$ cat config.mk
export PLATFORM = sky130hd
export DESIGN_NAME = interrupt_handler_slot_table
export DESIGN_NICKNAME = d
export VERILOG_FILES = /design/src/sv/ihst_pkg.sv /design/src/sv/ihst_slot_mem.sv /design/src/sv/interrupt_handler_slot_table.sv
export SDC_FILE = /design/constraint.sdc
export NUM_CORES = 1
export LEC_CHECK = 0
export BUFFER_PORTS_ARGS = -buffer_cell sky130_fd_sc_hd__buf_2
export CORE_AREA = 2 2 344 346
export CTS_CLUSTER_SIZE = 25
export DETAILED_ROUTE_END_ITERATION = 6
export DIE_AREA = 0 0 346 348
export GPL_TIMING_DRIVEN = 0
export PLACE_DENSITY = 0.66
export SLEW_MARGIN = 15
export SYNTH_ARGS = -nofsm -noshare
export SYNTH_HDL_FRONTEND = slang
export SYNTH_SLANG_ARGS = --single-unit
export TNS_END_PERCENT = 100
$ cat constraint.sdc
create_clock -name i_clk -period 23.9 [get_ports i_clk]
set_clock_uncertainty 0.1 [all_clocks]
set_input_delay 4.78 -clock i_clk [delete_from_list [all_inputs] [get_ports i_clk]]
set_output_delay 4.78 -clock i_clk [all_outputs]
set_load 0.05 [all_outputs]
$ cat src/sv/ihst_pkg.sv
// Shared types and codes for the interrupt handler slot table.
package ihst_pkg;

    // Default table depth and the cap on matches per dispatch
    localparam int NUM_SLOTS_DEF = 16;
    localparam int RESULT_CAP    = 16;
    localparam int CAP_W         = $clog2(RESULT_CAP + 1);

    // Command codes
    localparam logic [1:0] CMD_REGISTER = 2'd0;
    localparam logic [1:0] CMD_REMOVE   = 2'd1;
    localparam logic [1:0] CMD_DISPATCH = 2'd2;

    // Result kinds
    localparam logic KIND_REPLY = 1'b0;
    localparam logic KIND_MATCH = 1'b1;

    // Input word
    typedef struct packed {
        logic [1:0]  command;
        logic [14:0] int_mask;
        logic [3:0]  slot_index;
        logic [31:0] handler_address;
        logic [31:0] context_word;
    } t_in_word;

    // Result word
    typedef struct packed {
        logic        kind;
        logic [3:0]  slot_number;
        logic        table_full;
        logic [31:0] match_address;
        logic [31:0] match_context;
        logic        last;
    } t_out_word;

    // One stored slot entry
    typedef struct packed {
        logic [14:0] mask;
        logic [31:0] handler;
        logic [31:0] ctx;
    } t_slot_entry;

endpackage

$ cat src/sv/ihst_slot_mem.sv
// Slot store: one write port, one read port with registered read data.
module ihst_slot_mem import ihst_pkg::*; #(
    parameter int NUM_SLOTS = NUM_SLOTS_DEF,
    parameter int IDX_W     = (NUM_SLOTS > 1) ? $clog2(NUM_SLOTS) : 1
) (
    input  logic              i_clk,
    input  logic              i_wr_en,
    input  logic [IDX_W-1:0]  i_wr_addr,
    input  t_slot_entry       i_wr_data,
    input  logic [IDX_W-1:0]  i_rd_addr,
    output t_slot_entry       o_rd_data
);

    t_slot_entry r_mem [NUM_SLOTS];
    t_slot_entry r_rd_data;

    // Write port
    always_ff @(posedge i_clk) begin
        if (i_wr_en) begin
            r_mem[i_wr_addr] <= i_wr_data;
        end
    end

    // Registered read port
    always_ff @(posedge i_clk) begin
        r_rd_data <= r_mem[i_rd_addr];
    end

    assign o_rd_data = r_rd_data;

endmodule

$ cat src/sv/interrupt_handler_slot_table.sv
// Interrupt handler slot table: top level with the slot scan sequencer.
// Remove and unused commands complete without leaving idle; register scans one slot per
// cycle for the first free one, then gives its reply through a register.
// Dispatch compares one slot per cycle through the single read port of the slot
// store; matches leave at most one per cycle.
// Results are strobed for one cycle; the receiver cannot stall them.
// Reset (synchronous, active low) frees all slots and idles the sequencer.
module interrupt_handler_slot_table import ihst_pkg::*; #(
    parameter int NUM_SLOTS = NUM_SLOTS_DEF
) (
    input  logic      i_clk,
    input  logic      i_rst_n,
    input  logic      start,
    output logic      busy,
    input  t_in_word  i_cmd,
    output logic      o_valid,
    output t_out_word o_res
);

    localparam int IDX_W = (NUM_SLOTS > 1) ? $clog2(NUM_SLOTS) : 1;
    localparam int CNT_W = IDX_W + 1;
    localparam int XW    = (CNT_W > 4) ? CNT_W : 4;

    // Sequencer states
    localparam logic [1:0] S_IDLE  = 2'd0;
    localparam logic [1:0] S_REG   = 2'd1;
    localparam logic [1:0] S_DISP  = 2'd2;
    localparam logic [1:0] S_FLUSH = 2'd3;

    logic [1:0]           r_state, n_state;
    t_in_word             r_cmd, n_cmd;
    logic [CNT_W-1:0]     r_idx, n_idx;
    logic [NUM_SLOTS-1:0] r_active, n_active;
    logic                 r_p_vld, n_p_vld;
    logic [IDX_W-1:0]     r_p_idx, n_p_idx;
    logic                 r_p_act, n_p_act;
    logic                 r_held_vld, n_held_vld;
    logic [IDX_W-1:0]     r_held_idx, n_held_idx;
    logic [31:0]          r_held_addr, n_held_addr;
    logic [31:0]          r_held_ctx, n_held_ctx;
    logic [CAP_W-1:0]     r_found, n_found;
    logic                 r_out_vld, n_out_vld;
    t_out_word            r_out, n_out;

    logic                 accept;
    logic [XW-1:0]        rm_idx;
    logic                 issue;
    logic                 hit;
    logic                 end_scan;
    logic                 wr_en;
    t_slot_entry          wr_data;
    t_slot_entry          rd_data;

    assign accept = start && (r_state == S_IDLE);
    assign rm_idx = XW'(i_cmd.slot_index);

    // Slot store
    assign wr_data.mask    = r_cmd.int_mask;
    assign wr_data.handler = r_cmd.handler_address;
    assign wr_data.ctx     = r_cmd.context_word;
    assign wr_en = (r_state == S_REG) && !r_active[r_idx[IDX_W-1:0]];

    ihst_slot_mem #(
        .NUM_SLOTS (NUM_SLOTS),
        .IDX_W     (IDX_W)
    ) u_mem (
        .i_clk     (i_clk),
        .i_wr_en   (wr_en),
        .i_wr_addr (r_idx[IDX_W-1:0]),
        .i_wr_data (wr_data),
        .i_rd_addr (r_idx[IDX_W-1:0]),
        .o_rd_data (rd_data)
    );

    // Shared compare: one slot's mask against the pending bits
    assign issue = (r_state == S_DISP) && (r_idx < CNT_W'(NUM_SLOTS));
    assign hit   = r_p_vld && r_p_act && ((rd_data.mask & r_cmd.int_mask) != '0);
    assign end_scan = (r_p_vld && (r_p_idx == IDX_W'(NUM_SLOTS - 1)))
                   || (hit && (r_found == CAP_W'(RESULT_CAP - 1)));

    // Sequencer
    always_comb begin
        n_state     = r_state;
        n_cmd       = r_cmd;
        n_idx       = r_idx;
        n_active    = r_active;
        n_p_vld     = 1'b0;
        n_p_idx     = r_idx[IDX_W-1:0];
        n_p_act     = 1'b0;
        n_held_vld  = r_held_vld;
        n_held_idx  = r_held_idx;
        n_held_addr = r_held_addr;
        n_held_ctx  = r_held_ctx;
        n_found     = r_found;
        n_out_vld   = 1'b0;
        n_out       = r_out;

        unique case (r_state)
            S_IDLE: begin
                if (accept) begin
                    n_cmd      = i_cmd;
                    n_idx      = '0;
                    n_found    = '0;
                    n_held_vld = 1'b0;
                    case (i_cmd.command)
                        CMD_REGISTER: n_state = S_REG;
                        CMD_DISPATCH: n_state = S_DISP;
                        CMD_REMOVE: begin
                            if (rm_idx < XW'(NUM_SLOTS)) begin
                                n_active[rm_idx[IDX_W-1:0]] = 1'b0;
                            end
                        end
                        default: ;
                    endcase
                end
            end
            S_REG: begin
                // take the first free slot, or report full after the last one
                if (!r_active[r_idx[IDX_W-1:0]]) begin
                    n_active[r_idx[IDX_W-1:0]] = 1'b1;
                    n_out_vld         = 1'b1;
                    n_out             = '0;
                    n_out.kind        = KIND_REPLY;
                    n_out.slot_number = 4'(r_idx);
                    n_out.last        = 1'b1;
                    n_state           = S_IDLE;
                end else if (r_idx == CNT_W'(NUM_SLOTS - 1)) begin
                    n_out_vld        = 1'b1;
                    n_out            = '0;
                    n_out.kind       = KIND_REPLY;
                    n_out.table_full = 1'b1;
                    n_out.last       = 1'b1;
                    n_state          = S_IDLE;
                end else begin
                    n_idx = r_idx + 1'b1;
                end
            end
            S_DISP: begin
                // read stage
                if (issue) begin
                    n_p_vld = 1'b1;
                    n_p_act = r_active[r_idx[IDX_W-1:0]];
                    n_idx   = r_idx + 1'b1;
                end
                // compare stage: a new hit releases the one held before it
                if (hit) begin
                    if (r_held_vld) begin
                        n_out_vld           = 1'b1;
                        n_out.kind          = KIND_MATCH;
                        n_out.slot_number   = 4'(r_held_idx);
                        n_out.table_full    = 1'b0;
                        n_out.match_address = r_held_addr;
                        n_out.match_context = r_held_ctx;
                        n_out.last          = 1'b0;
                    end
                    n_held_vld  = 1'b1;
                    n_held_idx  = r_p_idx;
                    n_held_addr = rd_data.handler;
                    n_held_ctx  = rd_data.ctx;
                    n_found     = r_found + 1'b1;
                end
                if (end_scan) begin
                    n_p_vld = 1'b0;
                    n_state = S_FLUSH;
                end
            end
            S_FLUSH: begin
                // held match is the final one
                if (r_held_vld) begin
                    n_out_vld           = 1'b1;
                    n_out.kind          = KIND_MATCH;
                    n_out.slot_number   = 4'(r_held_idx);
                    n_out.table_full    = 1'b0;
                    n_out.match_address = r_held_addr;
                    n_out.match_context = r_held_ctx;
                    n_out.last          = 1'b1;
                end
                n_held_vld = 1'b0;
                n_state    = S_IDLE;
            end
            default: n_state = S_IDLE;
        endcase
    end

    // Control registers
    always_ff @(posedge i_clk) begin
        if (!i_rst_n) begin
            r_state    <= S_IDLE;
            r_active   <= '0;
            r_p_vld    <= 1'b0;
            r_held_vld <= 1'b0;
            r_out_vld  <= 1'b0;
            r_idx      <= '0;
            r_found    <= '0;
        end else begin
            r_state    <= n_state;
            r_active   <= n_active;
            r_p_vld    <= n_p_vld;
            r_held_vld <= n_held_vld;
            r_out_vld  <= n_out_vld;
            r_idx      <= n_idx;
            r_found    <= n_found;
        end
    end

    // Payload registers
    always_ff @(posedge i_clk) begin
        r_cmd       <= n_cmd;
        r_p_idx     <= n_p_idx;
        r_p_act     <= n_p_act;
        r_held_idx  <= n_held_idx;
        r_held_addr <= n_held_addr;
        r_held_ctx  <= n_held_ctx;
        r_out       <= n_out;
    end

    assign busy    = (r_state != S_IDLE);
    assign o_valid = r_out_vld;
    assign o_res   = r_out;

endmodule

==> results.cfg <==
[clock_tree]
cts_resized = 0
cts_setup_buffers = 0
cts_buffer_depth = 3
clk_pin_slew_ns = 0.07
cts_root_buffer = clkbuf_16
hold_buffers = 0
cts_made_buffers = 156
htree_levels = 4
cts_tree = built
clk_latency_ns = 0.76
clock_sinks = 1597

[synthesis]
synth_area_sq_um = 58000
ys_ff_latch = 1597
ys_top_cells_by_count = edfxtp_1 (1482), mux4_2 (397), dfxtp_1 (115), and2_1 (81), clkbuf_1 (46)
muxShareOfSynthArea_pct = 15.5
synth_ff_type = edfxtp_1
synth_top_family_by_area = multiplexers
syn_avg_cell_area_sq_um = 24.2
yosys.area_share.simple_pct = 1.75
synth_compound_area_share_pct = 0.927
yosys-top-cells-area = edfxtp_1 (77%), mux4_2 (15%), dfxtp_1 (4.0%), and2_1 (0.87%), clkbuf_1 (0.30%)
seq_area_frac_synth_pct = 80.6
syn_nets = 2501
yosysTopAreaCell = edfxtp_1
synth.distinct_cells = 52
synth_top_area_share_pct = 76.7
synth_edf_count = 1482
synth_cells = 2400
yosys_warnings = 0
async_flop_share_pct = 0
yosysMostFrequentCell = edfxtp_1
synth-xor-area-share_pct = 0.0302
synth-adder-area-share_pct = 0.280

[power]
p_switching_uw = 2030
internal_power_uw = 5310
switching_share_pct = 27.7
vdd_drop_max_mv = 0.0798
seqPwrFrac_pct = 49.3
power_uw = 7340
comb_power_share_pct = 18.9
powerDensity_nw_per_um2 = 110
power.leakage_uw = 0.0208
p_clk_share_pct = 31.9

[timing]
slew_headroom_pct = 21.5
finalMaxSlewViolations = 0
fmax_ghz = 0.133
setup_viol = 0
min_period_over_period_pct = 31.5
setup-tns-final_ns = 0
min_period_ns = 7.52
rsz0062_at_grt = no
worst_pin_slew_ns = 1.18
hold_viol = 0

[job]
cap_violations = 0

[worst_setup_path]
path_class = flip-flop to primary output
startpoint = r_state[1]$_SDFFE_PN0P_
end_kind = primary output
worst_setup_path_start_kind = flip-flop
cp_max_fo = 8
arrival_ns = 2.64
r2r-start = r_idx[3]$_SDFFE_PN0P_
crit_required_ns = 19.02

[die]
initial_core_util_pct = 49.6
die_w_um = 346
die_h_um = 348
core_area_sq_um = 117000
ios = 161
die_area_sq_um = 120000
num_rows = 126

[place]
dpl-instance-area_sq_um = 61900
port_buffers = 160
place_congestion = 0.818
dp_hpwl_um = 77800

[global_route]
antenna_found_initial = 4
grtUsageTotal_pct = 22.6
gr-total-overflow = 0
grt_max_degree = 37
grt_pass1_vias = 27200
grt_pass1_wl_um = 192000

[final_layout]
nets = 2866
fin_area_sq_um = 66800
syn2layout_area_growth_pct = 15.2
fill_cells = 8374
drive_gt1_share_pct = 30.4
final_util_pct = 57.1

[detailed_routing]
vias = 26700
totalWireLength_um = 135000
wl_per_cell_um = 30.4
dr.first_iter.drc_count = 3413
ant_nets = 0
drc = 0
via_per_inst = 6.01
dr.pass1.iters = 6

[min_path]
hp-class = flip-flop to flip-flop
hp-start = u_mem.o_rd_data[56]$_DFF_P_

[outcome]
status = completed
[registers in the layout, summed over array words and instances (netlist names), 16 cells and up]
register / count
u_mem.r_mem: 1264
r_cmd: 79
u_mem.o_rd_data: 79
o_res: 71
r_held_addr: 32
r_held_ctx: 32
r_active: 16
[cell usage in the layout, fill, tap and decap left out, drive strengths merged, types with 4 or more instances in the layout]
master    Yosys  routed
edfxtp     1482    1482
mux4        397     397
clkbuf       46     260
buf          60     259
dfxtp       115     115
and2         81      81
clkinv        1      61
nand2        25      25
o21ai        24      24
a21oi        24      24
nand3        22      22
inv          15      21
nor2         15      15
ha           13      13
a22oi         8       8
bufinv        0       8
a211oi        8       8
and3          8       8
nor3          5       5
clkinvlp      0       5
mux2i         4       4
nor2b         4       4
nand2b        4       4
[worst max-delay path, stage by stage (launching register included)]
cell	delay (ns)
dfxtp_1	0.89
inv_1	0.22
ha_1	0.35
inv_1	0.15
buf_2	0.28
[final cells by class]
cell class | instances | area, sq um | share of cell area (%)
flip-flops and latches | 1597 | 46800 | 70.0
well taps | 1536 | 1920 | 2.88
clock buffers | 206 | 4240 | 6.35
inverters | 16 | 60.1 | 0.0899
diodes | 3 | 7.51 | 0.0112
multi-input cells | 681 | 10800 | 16.2
repair buffers | 207 | 1900 | 2.85
plain buffers | 106 | 449 | 0.672
clock inverters | 79 | 631 | 0.943
[cell families after synthesis]
kind of cell,Yosys count
DFF,1597
and+or+nand+nor,179
muxes,403
adders and majority gates,13
buffers and inverters,122
xor gates and xnor gates,2
AOI/OAI and AO/OA,84
[layer usage]
layer	vias to the layer above	part of all wire, %	GRT usage [%]
li1	10900	-	-
met1	14300	40	31.8
met2	1301	50	36.9
met3	184	8.4	4.34
met4	0	2.0	5.68
met5	-	0	0
[through the flow]
| stage | std cells | worst slack [ns] | hold slack, ns |
|---|---|---|---|
| after CTS | 4427 | 16.31 | 0.288 |
| after floorplan | 2400 | 16.17 | 0.238 |
| after global routing | 4430 | 16.21 | 0.303 |
| after global placement | 4096 | 10.53 | 0.282 |
| final | 4431 | 16.38 | 0.295 |
| after detailed placement | 4142 | 17.14 | 0.288 |
[power by group through the flow]
stage | logic, uW | registers [uW] | clock network [uW]
global placement | 1320 | 3710 | 0
CTS | 1400 | 3620 | 2370
finish | 1380 | 3620 | 2340
floorplan | 709 | 3850 | 0
global route | 1460 | 3650 | 2480
detailed placement | 1400 | 3670 | 0
[path summary, 6_finish.rpt]
| check | endpoint | slack, ns | depth (start not counted) |
|---|---|---|---|
| min reg2reg | r_held_addr[24]$_DFFE_PP_ | 0.29 | 0 |
| max reg2reg | o_res[35]$_DFFE_PP_ | 19.29 | 10 |
| min | r_held_addr[24]$_DFFE_PP_ | 0.29 | 0 |
| max | busy | 16.38 | 4 |
Note: power is estimated with default switching activity, not from simulation.
